--- src/sv/assert_macros.svh ---
// ----------------------------------------------------------------------------
// Assertion macros
// Shared concurrent assertion shorthands for the RTL.
// ----------------------------------------------------------------------------
`ifndef ASSERT_MACROS_SVH
`define ASSERT_MACROS_SVH

// same-cycle implication, disabled in reset
`define ASSERT_SAME(lbl, clk, rstn, ante, cons) \
    lbl: assert property (@(posedge clk) disable iff (!rstn) (ante) |-> (cons)) \
        else $error("assertion failed");

// next-cycle implication, disabled in reset
`define ASSERT_NEXT(lbl, clk, rstn, ante, cons) \
    lbl: assert property (@(posedge clk) disable iff (!rstn) (ante) |=> (cons)) \
        else $error("assertion failed");

`endif

--- src/sv/rfs_pkg.sv ---
// ----------------------------------------------------------------------------
// rfs_pkg
// Types and constants of the resonance frequency sweep.
// ----------------------------------------------------------------------------
package rfs_pkg;

    localparam int CLOCK_BITS     = 30;
    localparam int PERIOD_BITS    = 30;
    localparam int COMPARE_BITS   = 29;
    localparam int CFG_DATA_BITS  = 32;
    localparam int CFG_INDEX_BITS = 3;
    localparam int DIV_STEPS      = CLOCK_BITS;
    localparam int DIV_CNT_BITS   = $clog2(DIV_STEPS);

    localparam logic [CLOCK_BITS-1:0] DEFAULT_CLOCK  = 30'd72000000;
    localparam int unsigned           DEFAULT_START  = 125000;
    localparam int unsigned           DEFAULT_END    = 130000;
    localparam int unsigned           DEFAULT_STEP   = 500;
    localparam int unsigned           DEFAULT_WINDOW = 1024;

    typedef enum logic [CFG_INDEX_BITS-1:0] {
        REG_SYS_CLOCK  = 3'd0,
        REG_START_FREQ = 3'd1,
        REG_END_FREQ   = 3'd2,
        REG_STEP_FREQ  = 3'd3,
        REG_WINDOW     = 3'd4
    } cfg_reg_t;

    typedef enum logic {
        KIND_START  = 1'b0,
        KIND_SAMPLE = 1'b1
    } item_kind_t;

    typedef enum logic [1:0] {
        ST_IDLE,
        ST_DIVIDE,
        ST_LOAD
    } state_t;

endpackage

--- src/sv/rfs_ifs.sv ---
// ----------------------------------------------------------------------------
// rfs channel interfaces
// Request, result and configuration channels of the frequency sweep.
// ----------------------------------------------------------------------------
interface rfs_request_if #(parameter int SAMPLE_BITS = 12) ();
    logic                   valid;
    logic                   ready;
    logic                   kind;
    logic [SAMPLE_BITS-1:0] sample;

    modport source (output valid, output kind, output sample, input ready);
    modport sink   (input valid, input kind, input sample, output ready);
endinterface

interface rfs_result_if import rfs_pkg::*; #(parameter int FREQ_BITS = 24) ();
    logic                    valid;
    logic                    ready;
    logic                    pwm_enable;
    logic [FREQ_BITS-1:0]    point_freq;
    logic [PERIOD_BITS-1:0]  pwm_period;
    logic [COMPARE_BITS-1:0] pwm_compare;
    logic [FREQ_BITS-1:0]    peak_freq;
    logic                    sweep_done;

    modport source (output valid, output pwm_enable, output point_freq, output pwm_period,
                    output pwm_compare, output peak_freq, output sweep_done, input ready);
    modport sink   (input valid, input pwm_enable, input point_freq, input pwm_period,
                    input pwm_compare, input peak_freq, input sweep_done, output ready);
endinterface

interface rfs_cfg_if import rfs_pkg::*; ();
    logic                      valid;
    logic                      ready;
    logic [CFG_INDEX_BITS-1:0] index;
    logic [CFG_DATA_BITS-1:0]  data;

    modport source (output valid, output index, output data, input ready);
    modport sink   (input valid, input index, input data, output ready);
endinterface

--- src/sv/resonance_frequency_sweep.sv ---
// ----------------------------------------------------------------------------
// resonance_frequency_sweep
// Steps a drive frequency over a range, sums current samples per point and
// keeps the frequency with the largest sum.
// ----------------------------------------------------------------------------
// A start request (kind 0) begins a sweep and a sample request (kind 1) adds
// one converter sample. Samples that do not close a window are taken at one
// per cycle. A start with start <= end, or a sample that closes a window and
// moves to a new point, computes the timer period with a restoring divider
// that retires one quotient bit per cycle, so such a request passes through
// accept, 30 divide steps and result load before the next request is taken.
// A request that ends the sweep skips the divider. The result sits in an
// output register, so the next request is accepted while it waits.
`include "assert_macros.svh"

module resonance_frequency_sweep
    import rfs_pkg::*;
#(
    parameter int COUNT_BITS  = 16,
    parameter int SAMPLE_BITS = 12,
    parameter int FREQ_BITS   = 24
)
(
    input  logic                 clk,
    input  logic                 rst_n,
    rfs_cfg_if.sink              cfg,
    rfs_request_if.sink          requests,
    rfs_result_if.source         results
);

    localparam int SUM_BITS = COUNT_BITS + SAMPLE_BITS;

    state_t                  state_reg, state_next;

    logic [CLOCK_BITS-1:0]   sys_clock_reg, sys_clock_next;
    logic [FREQ_BITS-1:0]    start_freq_reg, start_freq_next;
    logic [FREQ_BITS-1:0]    end_freq_reg, end_freq_next;
    logic [FREQ_BITS-1:0]    step_freq_reg, step_freq_next;
    logic [COUNT_BITS-1:0]   window_reg, window_next;

    logic                    sweeping_reg, sweeping_next;
    logic [FREQ_BITS:0]      current_freq_reg, current_freq_next;
    logic [SUM_BITS-1:0]     sample_sum_reg, sample_sum_next;
    logic [COUNT_BITS-1:0]   sample_count_reg, sample_count_next;
    logic [SUM_BITS-1:0]     max_sum_reg, max_sum_next;
    logic [FREQ_BITS-1:0]    peak_freq_reg, peak_freq_next;
    logic                    run_reg, run_next;

    logic [FREQ_BITS-1:0]    rem_reg, rem_next;
    logic [CLOCK_BITS-1:0]   quo_reg, quo_next;
    logic [DIV_CNT_BITS-1:0] div_cnt_reg, div_cnt_next;

    logic                    out_valid_reg, out_valid_next;
    logic                    out_enable_reg, out_enable_next;
    logic [FREQ_BITS-1:0]    out_freq_reg, out_freq_next;
    logic [PERIOD_BITS-1:0]  out_period_reg, out_period_next;
    logic [COMPARE_BITS-1:0] out_compare_reg, out_compare_next;
    logic [FREQ_BITS-1:0]    out_best_reg, out_best_next;
    logic                    out_done_reg, out_done_next;

    logic                    in_fire;
    logic                    out_fire;
    logic [SUM_BITS-1:0]     sum_add;
    logic [COUNT_BITS-1:0]   count_inc;
    logic [FREQ_BITS:0]      freq_step;
    logic [FREQ_BITS:0]      trial;
    logic [FREQ_BITS-1:0]    divisor;
    logic                    quo_bit;

    assign cfg.ready           = 1'b1;
    assign requests.ready      = (state_reg == ST_IDLE);
    assign results.valid       = out_valid_reg;
    assign results.pwm_enable  = out_enable_reg;
    assign results.point_freq  = out_freq_reg;
    assign results.pwm_period  = out_period_reg;
    assign results.pwm_compare = out_compare_reg;
    assign results.peak_freq   = out_best_reg;
    assign results.sweep_done  = out_done_reg;

    assign in_fire   = requests.valid && requests.ready;
    assign out_fire  = results.valid && results.ready;
    assign sum_add   = sample_sum_reg + SUM_BITS'(requests.sample);
    assign count_inc = sample_count_reg + COUNT_BITS'(1);
    assign freq_step = current_freq_reg + {1'b0, step_freq_reg};
    assign divisor   = current_freq_reg[FREQ_BITS-1:0];
    assign trial     = {rem_reg, quo_reg[CLOCK_BITS-1]};
    assign quo_bit   = (trial >= {1'b0, divisor});

    always_comb
    begin
        state_next        = state_reg;
        sys_clock_next    = sys_clock_reg;
        start_freq_next   = start_freq_reg;
        end_freq_next     = end_freq_reg;
        step_freq_next    = step_freq_reg;
        window_next       = window_reg;
        sweeping_next     = sweeping_reg;
        current_freq_next = current_freq_reg;
        sample_sum_next   = sample_sum_reg;
        sample_count_next = sample_count_reg;
        max_sum_next      = max_sum_reg;
        peak_freq_next    = peak_freq_reg;
        run_next          = run_reg;
        rem_next          = rem_reg;
        quo_next          = quo_reg;
        div_cnt_next      = div_cnt_reg;
        out_valid_next    = out_valid_reg;
        out_enable_next   = out_enable_reg;
        out_freq_next     = out_freq_reg;
        out_period_next   = out_period_reg;
        out_compare_next  = out_compare_reg;
        out_best_next     = out_best_reg;
        out_done_next     = out_done_reg;

        if (cfg.valid && cfg.ready)
        begin
            case (cfg_reg_t'(cfg.index))
                REG_SYS_CLOCK:  sys_clock_next  = cfg.data[CLOCK_BITS-1:0];
                REG_START_FREQ: start_freq_next = cfg.data[FREQ_BITS-1:0];
                REG_END_FREQ:   end_freq_next   = cfg.data[FREQ_BITS-1:0];
                REG_STEP_FREQ:  step_freq_next  = cfg.data[FREQ_BITS-1:0];
                REG_WINDOW:     window_next     = cfg.data[COUNT_BITS-1:0];
                default:        ;
            endcase
        end

        if (out_fire)
        begin
            out_valid_next = 1'b0;
        end

        case (state_reg)
            ST_IDLE:
            begin
                if (in_fire)
                begin
                    rem_next     = '0;
                    quo_next     = sys_clock_reg;
                    div_cnt_next = '0;
                    if (item_kind_t'(requests.kind) == KIND_START)
                    begin
                        sample_sum_next   = '0;
                        sample_count_next = '0;
                        max_sum_next      = '0;
                        current_freq_next = {1'b0, start_freq_reg};
                        if (start_freq_reg > end_freq_reg)
                        begin
                            sweeping_next = 1'b0;
                            run_next      = 1'b0;
                            state_next    = ST_LOAD;
                        end
                        else
                        begin
                            sweeping_next = 1'b1;
                            run_next      = 1'b1;
                            state_next    = ST_DIVIDE;
                        end
                    end
                    else if (sweeping_reg)
                    begin
                        if (count_inc < window_reg)
                        begin
                            sample_sum_next   = sum_add;
                            sample_count_next = count_inc;
                        end
                        else
                        begin
                            if (sum_add > max_sum_reg)
                            begin
                                max_sum_next   = sum_add;
                                peak_freq_next = current_freq_reg[FREQ_BITS-1:0];
                            end
                            sample_sum_next   = '0;
                            sample_count_next = '0;
                            current_freq_next = freq_step;
                            if (freq_step <= {1'b0, end_freq_reg})
                            begin
                                run_next   = 1'b1;
                                state_next = ST_DIVIDE;
                            end
                            else
                            begin
                                sweeping_next = 1'b0;
                                run_next      = 1'b0;
                                state_next    = ST_LOAD;
                            end
                        end
                    end
                end
            end

            ST_DIVIDE:
            begin
                if (quo_bit)
                begin
                    rem_next = trial[FREQ_BITS-1:0] - divisor;
                end
                else
                begin
                    rem_next = trial[FREQ_BITS-1:0];
                end
                quo_next     = {quo_reg[CLOCK_BITS-2:0], quo_bit};
                div_cnt_next = div_cnt_reg + DIV_CNT_BITS'(1);
                if (div_cnt_reg == DIV_CNT_BITS'(DIV_STEPS - 1))
                begin
                    state_next = ST_LOAD;
                end
            end

            ST_LOAD:
            begin
                if (!out_valid_reg || out_fire)
                begin
                    out_valid_next = 1'b1;
                    out_best_next  = peak_freq_reg;
                    if (run_reg)
                    begin
                        out_enable_next  = 1'b1;
                        out_done_next    = 1'b0;
                        out_freq_next    = divisor;
                        out_compare_next = quo_reg[CLOCK_BITS-1:1];
                        if (divisor == '0)
                        begin
                            out_period_next = '1;
                        end
                        else
                        begin
                            out_period_next = quo_reg - PERIOD_BITS'(1);
                        end
                    end
                    else
                    begin
                        out_enable_next  = 1'b0;
                        out_done_next    = 1'b1;
                        out_freq_next    = '0;
                        out_period_next  = '0;
                        out_compare_next = '0;
                    end
                    state_next = ST_IDLE;
                end
            end

            default:
            begin
                state_next = ST_IDLE;
            end
        endcase
    end

    always_ff @(posedge clk or negedge rst_n)
    begin
        if (!rst_n)
        begin
            state_reg        <= ST_IDLE;
            sys_clock_reg    <= DEFAULT_CLOCK;
            start_freq_reg   <= FREQ_BITS'(DEFAULT_START);
            end_freq_reg     <= FREQ_BITS'(DEFAULT_END);
            step_freq_reg    <= FREQ_BITS'(DEFAULT_STEP);
            window_reg       <= COUNT_BITS'(DEFAULT_WINDOW);
            sweeping_reg     <= 1'b0;
            current_freq_reg <= '0;
            sample_sum_reg   <= '0;
            sample_count_reg <= '0;
            max_sum_reg      <= '0;
            peak_freq_reg    <= FREQ_BITS'(DEFAULT_START);
            run_reg          <= 1'b0;
            out_valid_reg    <= 1'b0;
        end
        else
        begin
            state_reg        <= state_next;
            sys_clock_reg    <= sys_clock_next;
            start_freq_reg   <= start_freq_next;
            end_freq_reg     <= end_freq_next;
            step_freq_reg    <= step_freq_next;
            window_reg       <= window_next;
            sweeping_reg     <= sweeping_next;
            current_freq_reg <= current_freq_next;
            sample_sum_reg   <= sample_sum_next;
            sample_count_reg <= sample_count_next;
            max_sum_reg      <= max_sum_next;
            peak_freq_reg    <= peak_freq_next;
            run_reg          <= run_next;
            out_valid_reg    <= out_valid_next;
        end
    end

    always_ff @(posedge clk)
    begin
        rem_reg         <= rem_next;
        quo_reg         <= quo_next;
        div_cnt_reg     <= div_cnt_next;
        out_enable_reg  <= out_enable_next;
        out_freq_reg    <= out_freq_next;
        out_period_reg  <= out_period_next;
        out_compare_reg <= out_compare_next;
        out_best_reg    <= out_best_next;
        out_done_reg    <= out_done_next;
    end

    `ASSERT_SAME(a_done_fields_clear, clk, rst_n, out_valid_reg && out_done_reg, !out_enable_reg && out_freq_reg == '0 && out_period_reg == '0)
    `ASSERT_NEXT(a_idle_sample_no_work, clk, rst_n, in_fire && requests.kind && !sweeping_reg, state_reg == ST_IDLE && !sweeping_reg)
    `ASSERT_NEXT(a_load_fills_output, clk, rst_n, state_reg == ST_LOAD && (!out_valid_reg || out_fire), out_valid_reg && state_reg == ST_IDLE)
    `ASSERT_SAME(a_divide_needs_run, clk, rst_n, state_reg == ST_DIVIDE, run_reg && sweeping_reg)

endmodule
--- src/flat_wrapper.sv ---
// flat-port wrapper written by rule: the top's interface ports become plain ports
module resonance_frequency_sweep_flat import rfs_pkg::*;
#(
    parameter int COUNT_BITS  = 16,
    parameter int SAMPLE_BITS = 12,
    parameter int FREQ_BITS   = 24
)
  (clk, rst_n, cfg_valid, cfg_index, cfg_data, cfg_ready, requests_valid, requests_kind, requests_sample, requests_ready, results_valid, results_pwm_enable, results_point_freq, results_pwm_period, results_pwm_compare, results_peak_freq, results_sweep_done, results_ready);
  rfs_cfg_if cfg_i ();
  rfs_request_if #(.SAMPLE_BITS(SAMPLE_BITS)) requests_i ();
  rfs_result_if #(.FREQ_BITS(FREQ_BITS)) results_i ();
  input  logic clk;
  input  logic rst_n;
  input wire logic [$bits(cfg_i.valid)-1:0] cfg_valid;
  input wire logic [$bits(cfg_i.index)-1:0] cfg_index;
  input wire logic [$bits(cfg_i.data)-1:0] cfg_data;
  output wire logic [$bits(cfg_i.ready)-1:0] cfg_ready;
  input wire logic [$bits(requests_i.valid)-1:0] requests_valid;
  input wire logic [$bits(requests_i.kind)-1:0] requests_kind;
  input wire logic [$bits(requests_i.sample)-1:0] requests_sample;
  output wire logic [$bits(requests_i.ready)-1:0] requests_ready;
  output wire logic [$bits(results_i.valid)-1:0] results_valid;
  output wire logic [$bits(results_i.pwm_enable)-1:0] results_pwm_enable;
  output wire logic [$bits(results_i.point_freq)-1:0] results_point_freq;
  output wire logic [$bits(results_i.pwm_period)-1:0] results_pwm_period;
  output wire logic [$bits(results_i.pwm_compare)-1:0] results_pwm_compare;
  output wire logic [$bits(results_i.peak_freq)-1:0] results_peak_freq;
  output wire logic [$bits(results_i.sweep_done)-1:0] results_sweep_done;
  input wire logic [$bits(results_i.ready)-1:0] results_ready;
  assign cfg_i.valid = cfg_valid;
  assign cfg_i.index = cfg_index;
  assign cfg_i.data = cfg_data;
  assign cfg_ready = cfg_i.ready;
  assign requests_i.valid = requests_valid;
  assign requests_i.kind = requests_kind;
  assign requests_i.sample = requests_sample;
  assign requests_ready = requests_i.ready;
  assign results_valid = results_i.valid;
  assign results_pwm_enable = results_i.pwm_enable;
  assign results_point_freq = results_i.point_freq;
  assign results_pwm_period = results_i.pwm_period;
  assign results_pwm_compare = results_i.pwm_compare;
  assign results_peak_freq = results_i.peak_freq;
  assign results_sweep_done = results_i.sweep_done;
  assign results_i.ready = results_ready;
  resonance_frequency_sweep #(.COUNT_BITS(COUNT_BITS), .SAMPLE_BITS(SAMPLE_BITS), .FREQ_BITS(FREQ_BITS)) u_core (.clk(clk), .rst_n(rst_n), .cfg(cfg_i), .requests(requests_i), .results(results_i));
endmodule
--- config.mk ---
export PLATFORM = sky130hd
export DESIGN_NAME = resonance_frequency_sweep_flat
export DESIGN_NICKNAME = d
export VERILOG_FILES = /design/src/sv/rfs_pkg.sv /design/src/sv/rfs_ifs.sv /design/src/sv/resonance_frequency_sweep.sv /design/src/flat_wrapper.sv
export VERILOG_INCLUDE_DIRS = /design/src /design/src/sv
export SDC_FILE = /design/constraint.sdc
export NUM_CORES = 1
export LEC_CHECK = 0
export ABC_AREA = 0
export BUFFER_PORTS_ARGS = -buffer_cell sky130_fd_sc_hd__buf_4
export CAP_MARGIN = 20
export CORE_UTILIZATION = 40
export CTS_CLUSTER_SIZE = 28
export DETAILED_ROUTE_END_ITERATION = 16
export PLACE_DENSITY = 0.57
export SYNTH_ARGS = -nofsm -noshare
export SYNTH_HDL_FRONTEND = slang
export SYNTH_SLANG_ARGS = --single-unit
--- constraint.sdc ---
create_clock -name clk -period 16.44 [get_ports clk]
set_clock_uncertainty 0.05 [all_clocks]
set_input_delay 4.11 -clock clk [delete_from_list [all_inputs] [get_ports clk]]
set_output_delay 4.11 -clock clk [all_outputs]
set_load 0.005 [all_outputs]
After elaboration in Yosys (flattened, before gate mapping)
Index checks and enable logic that the tools add are counted.
{"block": "word_totals", "register_bits": 412, "latch_bits": 0, "mem_bits_rw": 0, "romBits": 0, "in_bits": 53, "out_inout_bits": 112, "mem_count": 0}
{"block": "op_classes", "add_sub_neg": 6, "mul": 0, "div_mod_pow": 0, "magnitude_cmp": 5, "eq_ne": 15, "n_shift": 0, "muxes": 43, "n_bitwise": 1, "n_reduce_logical": 21}
{"cell": "$mux 28", "n": 7}
{"cell": "$mux 25", "n": 3}
{"cell": "$mux 30", "n": 2}
{"cell": "$pmux 30 s2", "n": 1}
{"cell": "$mux 16", "n": 3}
{"cell": "$mux 24", "n": 2}
{"cell": "$pmux 24 s2", "n": 1}
{"cell": "$sub 30x1->30 const B", "n": 1}
{"cell": "$add 28x12->28", "n": 1}
{"cell": "$gt 28x28->1", "n": 1}
{"cell": "$add 25x24->25", "n": 1}
{"cell": "$ge 25x24->1", "n": 1}
{"cell": "$le 25x24->1", "n": 1}
{"cell": "$gt 24x24->1", "n": 1}
{"cell": "$logic_not 24->1", "n": 1}
{"cell": "$sub 24x24->24", "n": 1}
{"cell": "$add 16x1->16 const B", "n": 1}
{"cell": "$lt 16x16->1", "n": 1}
{"cell": "$mux 2", "n": 8}
{"cell": "$reduce_and 2->1", "n": 8}
{"cell": "$mux 1", "n": 13}
{"cell": "$pmux 5 s2", "n": 1}
{"cell": "$reduce_and 5->1", "n": 2}
{"cell": "$ne 2x1->1 const B", "n": 4}
{"cell": "other kinds (21)", "n": 25}

Longest topological paths before layout
{"block": "depth", "word_depth": 8, "ltp_mapped": 20}

Worst setup path before layout
Ideal clock, no wire load.
{"block": "synth_timing", "kind": "input -> register", "from": "in results_ready", "to": "reg u_core.out_best_reg[0] (netlist: u_core.results.peak_freq[0]), enable pin", "arrival_ns": 9.057, "required_time_ns": 15.799, "path_slack_ns": 6.742, "path_stages": 2, "path_cell_list": "nand2b_1 > nor2b_1"}
{"block": "synth_between", "elab_chain_cells": 3}
{"element": "from (decl)", "line": "flat_wrapper.sv:29", "source": "input wire logic [$bits(results_i.ready)-1:0] results_ready;"}
{"element": "$logic_and 1x1->1", "line": "resonance_frequency_sweep.sv:81", "source": "assign out_fire = results.valid && results.ready;"}
{"element": "$logic_or 1x1->1", "line": "resonance_frequency_sweep.sv:212", "source": "if (!out_valid_reg || out_fire)"}
{"element": "$reduce_and 2->1 (no line)"}
{"element": "to (signal assigned)", "line": "resonance_frequency_sweep.sv:297", "source": "out_best_reg <= out_best_next;"}
{"element": "to (decl)", "line": "resonance_frequency_sweep.sv:58", "source": "logic [FREQ_BITS-1:0] out_best_reg, out_best_next;"}
No other way between the ends.
A chain may end at the register's enable or synchronous reset.

Worst setup path in the final report
{"block": "layout_timing", "from": "in requests_sample[0]", "to": "reg u_core.peak_freq_reg[10]"}
{"block": "layout_between", "elab_chain_cells": 3}
{"element": "from (decl)", "line": "flat_wrapper.sv:20", "source": "input wire logic [$bits(requests_i.sample)-1:0] requests_sample;"}
{"element": "$add 28x12->28", "line": "resonance_frequency_sweep.sv:82", "source": "assign sum_add = sample_sum_reg + SUM_BITS'(requests.sample);"}
{"element": "$gt 28x28->1", "line": "resonance_frequency_sweep.sv:168", "source": "if (sum_add > max_sum_reg)"}
{"element": "$reduce_and 6->1 (no line)"}
{"element": "to (signal assigned)", "line": "resonance_frequency_sweep.sv:265", "source": "peak_freq_reg <= FREQ_BITS'(DEFAULT_START);"}
{"element": "to (signal assigned)", "line": "resonance_frequency_sweep.sv:282", "source": "peak_freq_reg <= peak_freq_next;"}
{"element": "to (decl)", "line": "resonance_frequency_sweep.sv:46", "source": "logic [FREQ_BITS-1:0] peak_freq_reg, peak_freq_next;"}
No other way between the ends.

==> flow_summary.yaml <==
synth:
  synthTopCellsByArea: "dfrtp_1 (23%), edfxtp_1 (22%), ha_1 (8.6%), dfstp_2 (4.6%), mux2_2 (4.1%)"
  ys_seq_area_frac: 0.499
  muxShareOfSynthArea: 0.0666
  ys_types: 77
  synth-compound-area-share: 0.139
  synth_area_mm2: 0.0224
  synth_warnings: 0
  synth_commonest_cells: "nand2_1 (216), dfrtp_1 (205), edfxtp_1 (168), ha_1 (155), inv_1 (139)"
  synth_area_per_cell_um2: 10.7
  synth_top_area_cell: "dfrtp_1"
  yosys.area_share.simple: 0.128
  synth_xor_area_frac: 0.0390
  synth_seq_cells: 412
  synth_top_family_by_area: "compound AO/OA/AOI/OAI gates"
  netlist.area_leader.share: 0.229
  ys.flop_type: "dfrtp_1"
  yosys.area_share.adder: 0.0891
  synth_edf_count: 168
  synth_nets: 2312
  async_flop_share: 0.592
  syn_inst: 2101
  synth.most_common_cell: "nand2_1"
drt:
  wl_per_cell_um: 19.6
  wl_met3_um: 2680
  drt_wl_total_um: 59500
  drtPass1Iterations: 5
  vias: 16400
  drc: 0
  drtAntennaViolNets: 0
  routed.top_layer: "met5"
  drt_first_iter_violations: 1231
  m1WireLength_um: 26500
  met2_length_um: 28800
  viasPerCell: 5.38
critical_path:
  worstPathRequired_ns: 16.86
  rrSetupSlack_ns: 10.92
  reg2reg_to: "u_core.peak_freq_reg[10]$_DFFE_PN0P_"
  critPathKind: "primary input to flip-flop"
  cp-start-kind: "primary input"
  cp.arrival_ns: 9.22
  r2r_start: "u_core.sample_sum_reg[0]$_DFFE_PN0P_"
  cp_cell_sequence: "buf_4 > ha_1 > fa_1 > a21o_1 > a21oi_1 > o21a_1 > or3_1 > nand3_1 > nand3_1 > xnor2_1 > ha_1 > nand4_1 > or3_1 > nor2_1 > o21ai_1 > a41oi_1 > o21a_1 > nand2_4 > mux2_1"
  r2r_cells: 18
  end_kind: "flip-flop"
  slowest_stage: "o21a_1"
  crit_path_max_fanout: 24
  slowest_delay_ns: 0.68
clock_tree:
  clock-sinks: 412
  clk_pin_slew_ns: 0.06
  ctsHoldBuffers: 0
  cts_max_level: 2
  post_cts_resized: 0
  post-cts-setup-buffers: 0
  root_buffer: "clkbuf_16"
  cts_tree: "built"
  insertion_delay_ns: 0.60
  cts_buffers: 48
  clockBufferDepth: 3
min_path:
  min-delay-start: "u_core.peak_freq_reg[20]$_DFFE_PN0P_"
  whs_endpoint: "u_core.results.peak_freq[20]$_DFFE_PP_"
  hold_path.class: "flip-flop to flip-flop"
  hold_depth: 0
power_and_ir_drop:
  power_density_mw_per_mm2: 192
  vdd_drop_max_mv: 0.0911
  p_leak_nw: 11.3
sta:
  finalCritPeriodShare: 0.535
  tns_ns: 0
  fin_crit_ns: 8.79
  drv_slew: 0
  max_freq_mhz: 114
  rsz0062_at_grt: "no"
  finalSetupViolCount: 0
  slew_headroom: 0.257
  tightestPinTransition_ns: 1.11
  final-hold-violation-count: 0
placement:
  gp_congestion: 0.936
  hpwl_um: 42500
  placed_area_mm2: 0.0244
  io_buffers: 161
  dpl.cell_count: 2950
floorplanning:
  coreArea_mm2: 0.0553
  ios: 165
  dieArea_mm2: 0.0570
  die_w_um: 239
  core.rowCount: 86
  die_h_um: 239
  initial_utilization: 0.406
global_routing:
  first_global_vias: 16400
  grt_pass1_wl_um: 93800
  grt_max_degree: 88
  antenna_found_initial: 1
  grt-ovfl-total: 0
  grt_use_total: 0.211
final_layout:
  stdcell_area_mm2: 0.0260
  nNetsFinal: 2465
  post-route-util: 0.470
  area_delta_synth_final_pct: 15.9
  drive_above_1_share: 0.181
  instances_no_fill: 3045
run_status:
  status: "completed"
job:
  cap_violations: 0
cell families after synthesis:
logic type	Yosys count
XOR/XNOR	100
AO/OA/AOI/OAI	485
AND/OR/NAND/NOR	588
adder cells (fa/ha/maj)	158
other	1
buffers and inverters	221
flip-flops	412
multiplexers	136
area by class of cell:
| cell class | instances | area (um2) |
|---|---|---|
| Tap cell | 748 | 936 |
| Antenna cell | 3 | 7.51 |
| Fill cell | 5182 | 29300 |
| Multi-Input combinational cell | 1468 | 10400 |
| Clock inverter | 27 | 245 |
| Inverter | 139 | 522 |
| Clock buffer | 63 | 1300 |
| Timing Repair Buffer | 185 | 1400 |
| Sequential cell | 412 | 11200 |
worst max-delay path: cells and delay by family:
kind	cells	cell delay, ns
AND/OR/NAND/NOR	7	1.80
AO/OA/AOI/OAI	6	1.63
adder cells (fa/ha/maj)	3	0.91
multiplexers	1	0.45
XOR/XNOR	1	0.15
buffers and inverters	1	0.12
where the power goes:
| group | leakage [nW] | total [mW] | switching [mW] | internal, mW |
|---|---|---|---|---|
| clock network | 0.750 | 1.05 | 0.446 | 0.607 |
| registers | 4.66 | 1.71 | 0.250 | 1.46 |
| logic | 5.91 | 2.23 | 1.29 | 0.936 |
placed cells by master (no fill, tap or decap), types with 13 or more instances in the layout:
| cell type | Yosys | layout |
|---|---|---|
| and2_1 | 38 | 38 |
| or3_1 | 18 | 18 |
| buf_4 | 2 | 184 |
| nor2b_1 | 15 | 13 |
| clkbuf_16 | 0 | 48 |
| mux2_2 | 81 | 81 |
| xor2_1 | 33 | 33 |
| mux2_1 | 25 | 25 |
| nand4_1 | 43 | 43 |
| a21o_1 | 36 | 36 |
| nand2_1 | 216 | 216 |
| nand3_1 | 32 | 32 |
| and3_1 | 23 | 23 |
| o21ai_0 | 121 | 121 |
| dfrtp_1 | 205 | 205 |
| dfstp_2 | 39 | 39 |
| ha_1 | 155 | 155 |
| xnor2_1 | 67 | 67 |
| nor2_1 | 113 | 110 |
| a22o_1 | 39 | 39 |
| o21a_1 | 29 | 29 |
| a21oi_1 | 129 | 129 |
| o21ai_1 | 17 | 17 |
| inv_1 | 139 | 138 |
| a31oi_1 | 16 | 16 |
| mux2i_1 | 30 | 30 |
| edfxtp_1 | 168 | 168 |
| nor4_1 | 18 | 18 |
| nor3_1 | 26 | 25 |
per-layer routing:
metal / global-route usage / up-vias
met5: 0 / -
met4: 0.0627 / 2
met3: 0.0307 / 89
met2: 0.357 / 372
met1: 0.280 / 8049
li1: - / 7874
worst max-delay path by stage:
stage                             from                                     to  cells past startpoint
detailed placement  requests_sample[0]   u_core.peak_freq_reg[10]$_DFFE_PN0P_                     19
CTS                 requests_sample[0]   u_core.peak_freq_reg[12]$_DFFE_PN0P_                     19
global route        requests_sample[8]   u_core.peak_freq_reg[12]$_DFFE_PN0P_                     18
global placement    requests_sample[0]    u_core.peak_freq_reg[7]$_DFFE_PN0P_                     19
floorplan                results_ready  u_core.results.peak_freq[0]$_DFFE_PP_                      2
finish              requests_sample[0]   u_core.peak_freq_reg[10]$_DFFE_PN0P_                     19
stage by stage:
step / hold slack, ns / worst slack [ns] / total power, mW
finish: 0.398 / 7.65 / 4.99
global route: 0.400 / 7.26 / 5.35
CTS: 0.397 / 7.67 / 5.01
detailed placement: 0.383 / 7.05 / 3.93
global placement: 0.380 / 7.06 / 3.88
floorplan: 0.371 / 6.74 / 3.24
Power figures use the tool's default switching activity.
